## src/sv/i420_test_pattern_generator_assert.svh

```systemverilog
// Assertion macros shared by the I420 test pattern generator RTL
`ifndef I420_TEST_PATTERN_GENERATOR_ASSERT_SVH
`define I420_TEST_PATTERN_GENERATOR_ASSERT_SVH

// invariant: expr holds at every clock edge outside reset
`define I420_ASSERT(label, expr, msg) \
   label: assert property (@(posedge clock) disable iff (reset) (expr)) else $error(msg);

// same-cycle implication
`define I420_ASSERT_IMP(label, ante, cons, msg) \
   label: assert property (@(posedge clock) disable iff (reset) (ante) |-> (cons)) \
      else $error(msg);

// next-cycle implication
`define I420_ASSERT_NXT(label, ante, cons, msg) \
   label: assert property (@(posedge clock) disable iff (reset) (ante) |=> (cons)) \
      else $error(msg);

`endif

```

## src/sv/i420tpg_pkg.sv

```systemverilog
// Types and constants of the I420 test pattern generator
package i420tpg_pkg;

   localparam int CFG_DATA_W = 13;
   localparam int CSR_ADDR_W = 2;

   localparam logic [CSR_ADDR_W-1:0] REG_FRAME_WIDTH  = 2'd0;
   localparam logic [CSR_ADDR_W-1:0] REG_FRAME_HEIGHT = 2'd1;
   localparam logic [CSR_ADDR_W-1:0] REG_FRAME_RATE   = 2'd2;

   localparam int RESET_WIDTH  = 640;
   localparam int RESET_HEIGHT = 480;
   localparam int RESET_RATE   = 30;
   localparam int RATE_DEFAULT = 30;

   localparam logic [1:0] PLANE_Y = 2'd0;
   localparam logic [1:0] PLANE_U = 2'd1;
   localparam logic [1:0] PLANE_V = 2'd2;

   localparam int LUMA_BG  = 128;
   localparam int LUMA_HI  = 235;
   localparam int LUMA_LO  = 16;
   localparam int BAR_MIN  = 4;
   localparam int BAR_DIV  = 10;
   localparam int U_BASE   = 96;
   localparam int V_BASE   = 176;
   localparam int U_PERIOD = 30;
   localparam int V_PERIOD = 45;

   // x / BAR_DIV equals (x * BAR_RECIP) >> BAR_SHIFT for x below 2**16
   localparam int BAR_RECIP = 52429;
   localparam int BAR_SHIFT = 19;

   typedef struct packed {
      logic busy;
      logic done;
   } div_status_type;

   typedef struct packed {
      logic [7:0] sample_value;
      logic [1:0] plane;
      logic       last_of_frame;
   } rsp_item_type;

endpackage

```

## src/sv/i420_test_pattern_generator.sv

```systemverilog
// I420 test pattern generator: one frame byte per byte request, luma then U then V
// (luma only for a frame one pixel wide or high). Each request item's byte lands in
// an output register backed by a one-entry skid stage, so items flow at one per
// clock while the result side keeps up. After reset and after every csr write a
// sequencer runs two divisions (bar step, bar position wrap) on a shared
// one-bit-per-cycle divider, and req_tready stays low until it completes.
`include "i420_test_pattern_generator_assert.svh"

module i420_test_pattern_generator #(
   parameter int MAX_WIDTH  = 4096,
   parameter int MAX_HEIGHT = 4096,
   parameter int MARK_SIZE  = 32,
   parameter int CELL_SIZE  = 8
) (
   input  logic                               clock,
   input  logic                               reset,
   input  logic                               req_tvalid,
   output logic                               req_tready,
   input  logic [7:0]                         req_tdata,  // [0] byte_request
   output logic                               rsp_tvalid,
   input  logic                               rsp_tready,
   output logic [7:0]                         rsp_tdata,  // [7:0] sample_value
   output logic [1:0]                         rsp_tuser,  // [1:0] plane
   output logic                               rsp_tlast,
   input  logic                               csr_we,
   input  logic [i420tpg_pkg::CSR_ADDR_W-1:0] csr_addr,
   input  logic [i420tpg_pkg::CFG_DATA_W-1:0] csr_wdata
);
   import i420tpg_pkg::*;

   localparam int WB = $clog2(MAX_WIDTH + 1);
   localparam int PB = $clog2(MAX_WIDTH);
   localparam int HB = $clog2(MAX_HEIGHT + 1);
   localparam int RB = $clog2(MAX_HEIGHT);
   localparam int DW = (WB > 8) ? WB : 8;
   localparam int CB = (CELL_SIZE > 1) ? $clog2(CELL_SIZE) : 1;

   localparam logic [1:0] SEQ_IDLE = 2'd0;
   localparam logic [1:0] SEQ_STEP = 2'd1;
   localparam logic [1:0] SEQ_POS  = 2'd3;

   logic [CFG_DATA_W-1:0] width_ff, width_in;
   logic [CFG_DATA_W-1:0] height_ff, height_in;
   logic [7:0]            rate_ff, rate_in;
   logic [1:0]            seq_ff, seq_in;
   logic                  launch_ff, launch_in;
   logic [1:0]            plane_ff, plane_in;
   logic [PB-1:0]         col_ff, col_in;
   logic [RB-1:0]         row_ff, row_in;
   logic [CB-1:0]         ccell_ff, ccell_in;
   logic [CB-1:0]         rcell_ff, rcell_in;
   logic                  cpar_ff, cpar_in;
   logic                  rpar_ff, rpar_in;
   logic [PB-1:0]         bar_pos_ff, bar_pos_in;
   logic [PB-1:0]         bar_step_ff, bar_step_in;
   logic [WB-1:0]         bar_width_ff, bar_width_in;
   logic [4:0]            u_div_ff, u_div_in;
   logic [3:0]            u_off_ff, u_off_in;
   logic [5:0]            v_div_ff, v_div_in;
   logic [3:0]            v_off_ff, v_off_in;
   logic                  out_valid_ff, out_valid_in;
   logic                  skid_valid_ff, skid_valid_in;
   rsp_item_type          out_ff, out_in;
   rsp_item_type          skid_ff, skid_in;

   logic [WB-1:0]   eff_w;
   logic [HB-1:0]   eff_h;
   logic [7:0]      rate_eff;
   logic            chroma;
   logic [31:0]     mark;
   logic [WB-1:0]   col_lim;
   logic [HB-1:0]   row_lim;
   logic            col_wrap;
   logic            row_wrap;
   logic            frame_end;
   logic            busy;
   logic            item_go;
   logic            rsp_go;
   logic            capture;
   logic [WB:0]     bar_d;
   logic [WB:0]     pos_sum;
   logic [7:0]      luma;
   rsp_item_type    new_item;
   logic [DW-1:0]   div_dividend;
   logic [DW-1:0]   div_divisor;
   logic [DW-1:0]   div_quo;
   logic [DW-1:0]   div_rem;
   logic [DW-1:0]   step_raw;
   logic [WB+15:0]  bw_prod;
   logic [WB-1:0]   bw_quo;
   div_status_type  div_status;

   i420tpg_div #(.WIDTH(DW)) u_div (
      .clock     (clock),
      .reset     (reset),
      .start     (launch_ff),
      .dividend  (div_dividend),
      .divisor   (div_divisor),
      .status    (div_status),
      .quotient  (div_quo),
      .remainder (div_rem)
   );

   always_comb begin
      if (width_ff == '0) begin
         eff_w = WB'(1);
      end else if (32'(width_ff) > 32'(MAX_WIDTH)) begin
         eff_w = WB'(MAX_WIDTH);
      end else begin
         eff_w = WB'(width_ff);
      end
      if (height_ff == '0) begin
         eff_h = HB'(1);
      end else if (32'(height_ff) > 32'(MAX_HEIGHT)) begin
         eff_h = HB'(MAX_HEIGHT);
      end else begin
         eff_h = HB'(height_ff);
      end
      rate_eff = (rate_ff == 8'd0) ? 8'(RATE_DEFAULT) : rate_ff;
      chroma   = (eff_w > WB'(1)) && (eff_h > HB'(1));
      mark     = 32'(MARK_SIZE);
      if (32'(eff_w) < mark) begin
         mark = 32'(eff_w);
      end
      if (32'(eff_h) < mark) begin
         mark = 32'(eff_h);
      end
   end

   // derivation sequencer
   assign busy    = (seq_ff != SEQ_IDLE);
   assign capture = div_status.done && !launch_ff;

   always_comb begin
      case (seq_ff)
         SEQ_STEP: begin
            div_dividend = DW'(eff_w);
            div_divisor  = DW'(rate_eff);
         end
         SEQ_POS: begin
            div_dividend = DW'(bar_pos_ff);
            div_divisor  = DW'(eff_w);
         end
         default: begin
            div_dividend = DW'(eff_w);
            div_divisor  = DW'(1);
         end
      endcase
      step_raw     = (div_quo == '0) ? DW'(1) : div_quo;
      bw_prod      = (WB + 16)'(eff_w) * (WB + 16)'(BAR_RECIP);
      bw_quo       = WB'(bw_prod >> BAR_SHIFT);
      bar_width_in = (bw_quo < WB'(BAR_MIN)) ? WB'(BAR_MIN) : bw_quo;
      bar_step_in  = bar_step_ff;
      seq_in       = seq_ff;
      launch_in    = 1'b0;
      if (csr_we) begin
         seq_in    = SEQ_STEP;
         launch_in = 1'b1;
      end else if (capture) begin
         case (seq_ff)
            SEQ_STEP: begin
               bar_step_in = (step_raw == DW'(eff_w)) ? '0 : PB'(step_raw);
               seq_in      = SEQ_POS;
               launch_in   = 1'b1;
            end
            default: begin
               seq_in = SEQ_IDLE;
            end
         endcase
      end
   end

   // pixel datapath
   assign req_tready = !busy && !skid_valid_ff;
   assign item_go    = req_tvalid && req_tready && req_tdata[0];
   assign rsp_go     = out_valid_ff && rsp_tready;

   always_comb begin
      col_lim = (plane_ff == PLANE_Y) ? eff_w : (eff_w >> 1);
      row_lim = (plane_ff == PLANE_Y) ? eff_h : (eff_h >> 1);
      col_wrap  = (WB'(col_ff) + WB'(1)) >= col_lim;
      row_wrap  = (HB'(row_ff) + HB'(1)) >= row_lim;
      frame_end = col_wrap && row_wrap &&
                  ((plane_ff == PLANE_V) || ((plane_ff == PLANE_Y) && !chroma));

      if ((WB + 1)'(col_ff) >= (WB + 1)'(bar_pos_ff)) begin
         bar_d = (WB + 1)'(col_ff) - (WB + 1)'(bar_pos_ff);
      end else begin
         bar_d = (WB + 1)'(col_ff) + (WB + 1)'(eff_w) - (WB + 1)'(bar_pos_ff);
      end
      if ((32'(row_ff) < mark) && (32'(col_ff) < mark)) begin
         luma = (rpar_ff ^ cpar_ff) ? 8'(LUMA_HI) : 8'(LUMA_LO);
      end else if (bar_d < (WB + 1)'(bar_width_ff)) begin
         luma = 8'(LUMA_HI);
      end else begin
         luma = 8'(LUMA_BG);
      end

      case (plane_ff)
         PLANE_Y: new_item.sample_value = luma;
         PLANE_U: new_item.sample_value = 8'(U_BASE) + 8'(u_off_ff);
         default: new_item.sample_value = 8'(V_BASE) + 8'(v_off_ff);
      endcase
      new_item.plane         = plane_ff;
      new_item.last_of_frame = frame_end;

      pos_sum = (WB + 1)'(bar_pos_ff) + (WB + 1)'(bar_step_ff);
      if (pos_sum >= (WB + 1)'(eff_w)) begin
         pos_sum = pos_sum - (WB + 1)'(eff_w);
      end

      width_in   = width_ff;
      height_in  = height_ff;
      rate_in    = rate_ff;
      plane_in   = plane_ff;
      col_in     = col_ff;
      row_in     = row_ff;
      ccell_in   = ccell_ff;
      rcell_in   = rcell_ff;
      cpar_in    = cpar_ff;
      rpar_in    = rpar_ff;
      bar_pos_in = bar_pos_ff;
      u_div_in   = u_div_ff;
      u_off_in   = u_off_ff;
      v_div_in   = v_div_ff;
      v_off_in   = v_off_ff;

      if (csr_we) begin
         case (csr_addr)
            REG_FRAME_WIDTH:  width_in  = csr_wdata;
            REG_FRAME_HEIGHT: height_in = csr_wdata;
            REG_FRAME_RATE:   rate_in   = csr_wdata[7:0];
            default: ;
         endcase
         if ((csr_addr == REG_FRAME_WIDTH) || (csr_addr == REG_FRAME_HEIGHT) ||
             (csr_addr == REG_FRAME_RATE)) begin
            plane_in = PLANE_Y;
            col_in   = '0;
            row_in   = '0;
            ccell_in = '0;
            rcell_in = '0;
            cpar_in  = 1'b0;
            rpar_in  = 1'b0;
         end
      end else begin
         if (capture && (seq_ff == SEQ_POS)) begin
            bar_pos_in = PB'(div_rem);
         end
         if (item_go) begin
            if (col_wrap) begin
               col_in   = '0;
               ccell_in = '0;
               cpar_in  = 1'b0;
               if (row_wrap) begin
                  row_in   = '0;
                  rcell_in = '0;
                  rpar_in  = 1'b0;
               end else begin
                  row_in = row_ff + RB'(1);
                  if (rcell_ff == CB'(CELL_SIZE - 1)) begin
                     rcell_in = '0;
                     rpar_in  = ~rpar_ff;
                  end else begin
                     rcell_in = rcell_ff + CB'(1);
                  end
               end
            end else begin
               col_in = col_ff + PB'(1);
               if (ccell_ff == CB'(CELL_SIZE - 1)) begin
                  ccell_in = '0;
                  cpar_in  = ~cpar_ff;
               end else begin
                  ccell_in = ccell_ff + CB'(1);
               end
            end
            if (col_wrap && row_wrap) begin
               if (frame_end) begin
                  plane_in   = PLANE_Y;
                  bar_pos_in = PB'(pos_sum);
                  if (u_div_ff == 5'(U_PERIOD - 1)) begin
                     u_div_in = '0;
                     u_off_in = u_off_ff + 4'd1;
                  end else begin
                     u_div_in = u_div_ff + 5'd1;
                  end
                  if (v_div_ff == 6'(V_PERIOD - 1)) begin
                     v_div_in = '0;
                     v_off_in = v_off_ff + 4'd1;
                  end else begin
                     v_div_in = v_div_ff + 6'd1;
                  end
               end else if (plane_ff == PLANE_Y) begin
                  plane_in = PLANE_U;
               end else begin
                  plane_in = PLANE_V;
               end
            end
         end
      end
   end

   // output register and skid stage
   always_comb begin
      out_valid_in  = out_valid_ff;
      skid_valid_in = skid_valid_ff;
      out_in        = out_ff;
      skid_in       = skid_ff;
      if (rsp_go || !out_valid_ff) begin
         if (skid_valid_ff) begin
            out_in        = skid_ff;
            out_valid_in  = 1'b1;
            skid_valid_in = 1'b0;
         end else if (item_go) begin
            out_in       = new_item;
            out_valid_in = 1'b1;
         end else begin
            out_valid_in = 1'b0;
         end
      end else if (item_go) begin
         skid_in       = new_item;
         skid_valid_in = 1'b1;
      end
   end

   always_ff @(posedge clock) begin
      if (reset) begin
         width_ff      <= CFG_DATA_W'(RESET_WIDTH);
         height_ff     <= CFG_DATA_W'(RESET_HEIGHT);
         rate_ff       <= 8'(RESET_RATE);
         seq_ff        <= SEQ_STEP;
         launch_ff     <= 1'b1;
         plane_ff      <= PLANE_Y;
         col_ff        <= '0;
         row_ff        <= '0;
         ccell_ff      <= '0;
         rcell_ff      <= '0;
         cpar_ff       <= 1'b0;
         rpar_ff       <= 1'b0;
         bar_pos_ff    <= '0;
         u_div_ff      <= '0;
         u_off_ff      <= '0;
         v_div_ff      <= '0;
         v_off_ff      <= '0;
         out_valid_ff  <= 1'b0;
         skid_valid_ff <= 1'b0;
      end else begin
         width_ff      <= width_in;
         height_ff     <= height_in;
         rate_ff       <= rate_in;
         seq_ff        <= seq_in;
         launch_ff     <= launch_in;
         plane_ff      <= plane_in;
         col_ff        <= col_in;
         row_ff        <= row_in;
         ccell_ff      <= ccell_in;
         rcell_ff      <= rcell_in;
         cpar_ff       <= cpar_in;
         rpar_ff       <= rpar_in;
         bar_pos_ff    <= bar_pos_in;
         u_div_ff      <= u_div_in;
         u_off_ff      <= u_off_in;
         v_div_ff      <= v_div_in;
         v_off_ff      <= v_off_in;
         out_valid_ff  <= out_valid_in;
         skid_valid_ff <= skid_valid_in;
      end
   end

   always_ff @(posedge clock) begin
      bar_step_ff  <= bar_step_in;
      bar_width_ff <= bar_width_in;
      out_ff       <= out_in;
      skid_ff      <= skid_in;
   end

   assign rsp_tvalid = out_valid_ff;
   assign rsp_tdata  = out_ff.sample_value;
   assign rsp_tuser  = out_ff.plane;
   assign rsp_tlast  = out_ff.last_of_frame;

   `I420_ASSERT(a_skid_behind_out, !skid_valid_ff || out_valid_ff,
      "skid holds item while output empty")
   `I420_ASSERT_IMP(a_div_idle, seq_ff == SEQ_IDLE, !div_status.busy, "divider busy after derivation")
   `I420_ASSERT_IMP(a_pos_in_range, seq_ff == SEQ_IDLE,
      (WB'(col_ff) < col_lim) && (WB'(bar_pos_ff) < eff_w), "column or bar position out of range")
   `I420_ASSERT_NXT(a_frame_restart, item_go && frame_end,
      (plane_ff == PLANE_Y) && (col_ff == '0) && (row_ff == '0), "frame end did not restart frame")

endmodule

```

## src/sv/i420tpg_div.sv

```systemverilog
// Restoring divider, one quotient bit per cycle
module i420tpg_div #(
   parameter int WIDTH = 14
) (
   input  logic                        clock,
   input  logic                        reset,
   input  logic                        start,
   input  logic [WIDTH-1:0]            dividend,
   input  logic [WIDTH-1:0]            divisor,
   output i420tpg_pkg::div_status_type status,
   output logic [WIDTH-1:0]            quotient,
   output logic [WIDTH-1:0]            remainder
);
   import i420tpg_pkg::*;

   localparam int CW = $clog2(WIDTH + 1);

   logic [WIDTH-1:0] quo_ff, quo_in;
   logic [WIDTH-1:0] rem_ff, rem_in;
   logic [WIDTH-1:0] dsr_ff;
   logic [CW-1:0]    cnt_ff;
   logic             run_ff;
   logic             done_ff;
   logic [WIDTH:0]   shift;
   logic [WIDTH:0]   diff;

   always_comb begin
      shift  = {rem_ff, quo_ff[WIDTH-1]};
      diff   = shift - {1'b0, dsr_ff};
      rem_in = diff[WIDTH] ? shift[WIDTH-1:0] : diff[WIDTH-1:0];
      quo_in = {quo_ff[WIDTH-2:0], ~diff[WIDTH]};
   end

   always_ff @(posedge clock) begin
      if (reset) begin
         run_ff  <= 1'b0;
         done_ff <= 1'b0;
         cnt_ff  <= '0;
      end else if (start) begin
         run_ff  <= 1'b1;
         done_ff <= 1'b0;
         cnt_ff  <= CW'(WIDTH);
      end else if (run_ff) begin
         cnt_ff  <= cnt_ff - CW'(1);
         run_ff  <= (cnt_ff != CW'(1));
         done_ff <= (cnt_ff == CW'(1));
      end else begin
         done_ff <= 1'b0;
      end
   end

   always_ff @(posedge clock) begin
      if (start) begin
         quo_ff <= dividend;
         rem_ff <= '0;
         dsr_ff <= divisor;
      end else if (run_ff) begin
         quo_ff <= quo_in;
         rem_ff <= rem_in;
      end
   end

   assign status.busy = run_ff;
   assign status.done = done_ff;
   assign quotient    = quo_ff;
   assign remainder   = rem_ff;

endmodule

```

## config.mk

```make
export PLATFORM = sky130hd
export DESIGN_NAME = i420_test_pattern_generator
export DESIGN_NICKNAME = d
export VERILOG_FILES = /design/src/sv/i420tpg_pkg.sv /design/src/sv/i420_test_pattern_generator.sv /design/src/sv/i420tpg_div.sv
export VERILOG_INCLUDE_DIRS = /design/src /design/src/sv
export SDC_FILE = /design/constraint.sdc
export NUM_CORES = 1
export LEC_CHECK = 0
export BUFFER_PORTS_ARGS = -buffer_cell sky130_fd_sc_hd__buf_2
export CORE_UTILIZATION = 30
export DETAILED_ROUTE_END_ITERATION = 6
export GPL_TIMING_DRIVEN = 0
export PLACE_DENSITY = 0.49
export REMOVE_ABC_BUFFERS = 1
export SLEW_MARGIN = 5
export SYNTH_ARGS = -nofsm -noshare
export SYNTH_HDL_FRONTEND = slang
export SYNTH_SLANG_ARGS = --single-unit
export TNS_END_PERCENT = 100
```

## constraint.sdc

```tcl
create_clock -name clock -period 6.3 [get_ports clock]
set_input_delay 1.26 -clock clock [delete_from_list [all_inputs] [get_ports clock]]
set_output_delay 1.26 -clock clock [all_outputs]
set_load 0.005 [all_outputs]
```

# Word level (Yosys, flattened, before mapping)
# Cells that the tools add are included.
[totals]
register_bits = 196
inputBits = 28
out_inout_bits = 13
word_cells = 214
[classes]
n_addsub = 19
multipliers = 1
magnitude_cmp = 14
eq_ne = 14
muxes = 72
bitwise_logic = 7
reduce_logical = 52
[ops]
columns = ["operator", "count"]
rows = [
  ["12-bit two-way mux", 13],
  ["13-bit two-way mux", 12],
  ["12-bit by 32-bit < comparator with 1-bit output", 2],
  ["13-bit greater-or-equal comparator", 3],
  ["13-bit logical NOT", 3],
  ["13-bit by 32-bit < comparator with 1-bit output", 1],
  ["32-bit two-way mux", 1],
  ["3-bit two-way mux", 10],
  ["13-bit by 16-bit multiplier with 29-bit output (second input constant)", 1],
  ["12-bit by 1-bit adder with 13-bit output (second input constant)", 2],
  ["13-bit by 1-bit greater-than comparator with 1-bit output (second input constant)", 2],
  ["13-bit greater-than comparator (second input constant)", 2],
  ["13-bit one-hot mux with 2 select lines", 1],
  ["12-bit by 1-bit adder with 12-bit output (second input constant)", 2],
  ["8-bit two-way mux", 3],
  ["11-bit two-way mux", 2],
  ["1-bit two-way mux", 16],
  ["8-bit one-hot mux with 2 select lines", 1],
  ["12-bit by 13-bit adder with 14-bit output", 1],
  ["14-bit by 13-bit < comparator with 1-bit output", 1],
  ["14-bit two-way mux", 1],
  ["2-bit two-way mux", 7],
  ["14-bit by 12-bit subtractor with 14-bit output", 1],
  ["14-bit by 13-bit subtractor with 14-bit output", 1],
  ["41 further kinds", 90],
]

# Depth between registers and ports, before layout
[depth]
depth_word = 13
ltp_mapped = 26
ltp_nobuf = 24

# By module
# Synthesis repeated with hierarchy kept, for this count alone.
[unflattened]
cells_unflattened = 2005
hier_area_um2 = 17250.3
[by_module_without_submodules]
columns = ["module", "instances", "cells_per_inst", "area_per_inst_um2", "seq_area_each_um2"]
rows = [
  ["i420_test_pattern_generator", 1, 1774, 14752.9, 3303.2],
  ["i420tpg_div", 1, 231, 2497.4, 1161.1],
]

# Worst setup path after synthesis
# OpenSTA, ideal clock, no wires.
[synth_timing]
path_kind = "flip-flop to flip-flop"
startpoint = "register width_ff[12]"
endpoint = "register out_ff (netlist bit rsp_tdata[7]), data pin"
setup_ns = 0.260
arrival_time_ns = 5.832
t_required_ns = 6.040
slack_ns = 0.208
path_stages_with_launch = 26
path_buffers = 2
synth_period_minus_slack_ns = 6.092
cell_sequence = "dfxtp_1 > inv_2 > clkbuf_1 > nand2_1 > ha_1 > or3b_2 > a21oi_1 > nand2_1 > ha_1 > a21oi_1 > o221ai_1 > a2111oi_0 > o21ai_0 > nand2b_1 > clkbuf_1 > nor2_1 > a21oi_1 > ha_1 > a2111oi_0 > a211oi_1 > o21ai_0 > o21ai_0 > a211o_1 > or2_1 > a21o_2 > mux2_4"
[synth_rtl]
columns = ["element", "line_no", "rtl"]
rows = [
  ["from (decl)", "i420_test_pattern_generator.sv:42", "logic [CFG_DATA_W-1:0] width_ff, width_in;"],
  ["from (signal assigned)", "i420_test_pattern_generator.sv:327", "width_ff <= CFG_DATA_W'(RESET_WIDTH);"],
  ["from (signal assigned)", "i420_test_pattern_generator.sv:347", "width_ff <= width_in;"],
  ["to (signal assigned)", "i420_test_pattern_generator.sv:372", "out_ff <= out_in;"],
  ["to (decl)", "i420_test_pattern_generator.sv:63", "rsp_item_type out_ff, out_in;"],
]

==> results.toml <==
[floorplanning]
pin_count = 41
std_cell_rows = 86
die_y_um = 240.0
die_w_um = 240.0
core_sq_mm = 0.05552
die-area_sq_mm = 0.05760
initial_core_util_pct = 30.61

[placement]
gp_congestion = 0.8591
io_buffers = 33
dpl_worst_slack_ns = -2.115
detailed_place_hpwl_mm = 36.87

[yosys]
avgSynthCellArea_sq_um = 8.515
ys_warn_count = 0
ys_ff_latch = 193
ys_seq_area_share_pct = 26.27
ys_async_sr_fraction_pct = 0
syn-cell-area_sq_mm = 0.01700
synth_top_flop_cell = "dfxtp_1"
syn_inst = 1996
synth_edf_count = 60
synth_cell_types = 83

[final_layout]
nFillCells = 5827
drive_above_1_share_pct = 8.049
multi_input_area_sq_mm = 0.01168
seqCellArea_sq_mm = 0.004469
diodes = 0
final_nets = 2342
syn_to_final_growth_pct = 11.62
final_util_pct = 34.16

[route]
drt_pre_antenna_iters = 5
ant_nets = 0
drcViolationCount = 0
wl_mm = 47.48
avgViaCountPerCell = 5.035
drt_iter0_markers = 839
wl_per_cell_um = 17.12
vias = 13961

[timing]
post-route-period-util_pct = 95.72
max-slew-margin-rel_pct = 24.85
hold_viol = 0
final.setup.worst_slack_ns = 0.2698
tightest_slew_ns = 1.126
layout_min_cycle_time_ns = 6.030
finClkSkew_ns = 0.01643
fmax_mhz = 165.8
whs_ns = 0.4689
final_max_slew_viol_count = 0
setup-violations-final = 0

[clock_network]
clock_path_buffers = 2
htreeDepth = 4
clock_latency_ns = 0.47
postCtsHoldBufs = 0
cts_buffers = 17
cts_sinks = 193
cts_root_buf = "clkbuf_16"
cts.reportedPaths.clkPinSlew_ns = 0.09
tritoncts = "yes"

[pwr]
intPower_mw = 2.349
peakVddDrop_uv = 186.3
swShare_pct = 34.35
clkPwrFrac_pct = 32.8
p_per_area_mw_per_mm2 = 188.6
power.total_mw = 3.578
power_frac_seq_pct = 38.7
leakage_nw = 8.344
p_sw_mw = 1.229
combPwrFrac_pct = 28.4

[global_routing]
antenna_found_initial = 0
gr-total-overflow = 0
grt_max_degree = 84
grt_pass1_wl_mm = 74.87
track_usage_pct = 16.79
first_global_vias = 13717

[worst_setup_path]
worstSetupEndpointType = "flip-flop"
path_max_fanout = 14
startpoint_type = "flip-flop"
worst_ep_required_time_ns = 6.53
critPathKind = "flip-flop to flip-flop"
worstPathArrival_ns = 6.26

[outcome]
outcome = "finished clean"

[min_path]
hp-class = "flip-flop to flip-flop"

[flow_run]
cap_violations = 0
==> power groups by stage <==
stage / registers (mW) / logic (mW) / clock network [mW]
finish: 1.39 / 1.02 / 1.17
global route: 1.39 / 1.17 / 1.25
CTS: 1.39 / 1.02 / 1.21
detailed placement: 1.42 / 0.990 / 0
global placement: 1.42 / 0.964 / 0
floorplan: 1.40 / 0.729 / 0
==> metrics by stage <==
stage	std cells	setup TNS, ns	area [sq um]
floorplan	1931	0	16740
global placement	2712	-66.54	17840
detailed placement	2722	-33.21	17990
CTS	2772	0	18890
global route	2773	-0.01057	18970
finish	2773	0	18970
==> final cells by class <==
cell class / instances / share of cell area [%]
Clock inverter: 15 / 1.141
Timing Repair Buffer: 61 / 2.361
Clock buffer: 17 / 2.243
Multi-Input combinational cell: 1533 / 61.57
Tap cell: 748 / 4.934
Inverter: 206 / 4.188
Sequential cell: 193 / 23.56
==> state kept, by name (all words and copies together), names as in the netlist, 3 cells and up <==
name / cells
bar_pos_ff: 12
bar_step_ff: 12
bar_width_ff: 10
ccell_ff: 3
col_ff: 12
height_ff: 13
rate_ff: 8
rcell_ff: 3
row_ff: 12
rsp_tdata: 8
skid_ff: 11
u_div.cnt_ff: 4
u_div.dsr_ff: 13
u_div.quotient: 13
u_div.remainder: 13
u_div_ff: 5
u_off_ff: 4
v_div_ff: 6
v_off_ff: 4
width_ff: 13
==> cells by family after synthesis <==
group	Yosys count	synth area share [%]
and+or+nand+nor	629	17.57
other	2	0.04419
xor gates and xnor gates	110	5.669
AOI/OAI and AO/OA	436	16.17
adders and majority gates	302	25.06
muxes	52	3.151
DFF	193	26.27
buffers and inverters	272	6.074
==> Yosys cell counts (all sizes together) (32+ instances only) <==
library cell  count  area (sq um)
a21oi           178         890.9
nand2           183         689.4
mux2i            43         430.4
o21ai            74         370.4
nor2b            33         206.5
xnor2            77         674.4
fa               64          1281
ha              238          2978
inv             205         769.5
xor2             33         289.0
nor2            197         739.5
clkbuf           57         214.0
dfxtp           133          2663
nand3            32         160.2
edfxtp           60          1802
==> worst max-delay path, cell delays in order (launching register included) <==
cell and delay (ns):
dfxtp_4 0.38, inv_4 0.13, nand2_8 0.17, ha_1 0.18, or3b_2 0.53, a21oi_4 0.24, nand2_1 0.12, ha_1 0.32
a21oi_1 0.14, o221ai_1 0.18, a2111oi_2 0.45, o21ai_1 0.18, buf_4 0.17, nand2b_2 0.18, nor2_1 0.09, a21oi_1 0.25
ha_1 0.28, and4_1 0.18, a221o_2 0.37, a211o_1 0.40, or2_1 0.32, a21o_2 0.24, mux2_4 0.25
==> final timing paths <==
kind	startpoint	to	slack, ns	depth (start not counted)
hold / removal	ccell_ff[2]	ccell_ff[2]	0.47	2
hold reg to reg	ccell_ff[2]	ccell_ff[2]	0.47	2
setup / recovery	width_ff[12]	rsp_tdata[7]	0.27	22
setup reg to reg	width_ff[12]	rsp_tdata[7]	0.27	22
==> timing repair <==
| item | 4_1_cts | 5_1_grt |
|---|---|---|
| endpoints found under the setup margin | 24 | 15 |
| gates resized for setup | 22 | 17 |
| cloned | 1 | 0 |
| pin swaps | 2 | 1 |
| buffers inserted | 17 | 1 |
==> metal layers <==
layer	wire [um]	vias to the layer above	GRT usage, %
li1	-	6998	-
met1	22230	6697	22.36
met2	22460	207	27.98
met3	1690	59	2.618
met4	1091	0	4.594
met5	0	-	0
==> layout by cell type, fill, tap and decap left out, types with 12 or more instances in the layout <==
cell,instances
fa_1,64
a21o_1,29
inv_1,199
xor2_1,33
mux2i_1,43
o31ai_1,20
xnor2_1,77
nor2b_1,33
and3_1,16
dfxtp_1,131
buf_2,32
buf_4,24
nand2b_1,16
nor2_1,196
edfxtp_1,60
nand4_1,20
or3_1,19
ha_1,238
nand2_1,174
a31oi_1,12
clkbuf_16,17
nand3b_1,17
o21ai_0,71
o21a_1,17
nor4_1,21
nor3_1,27
a21oi_1,172
nand3_1,32
a211oi_1,29
Note: power is estimated with default switching activity, not from simulation.
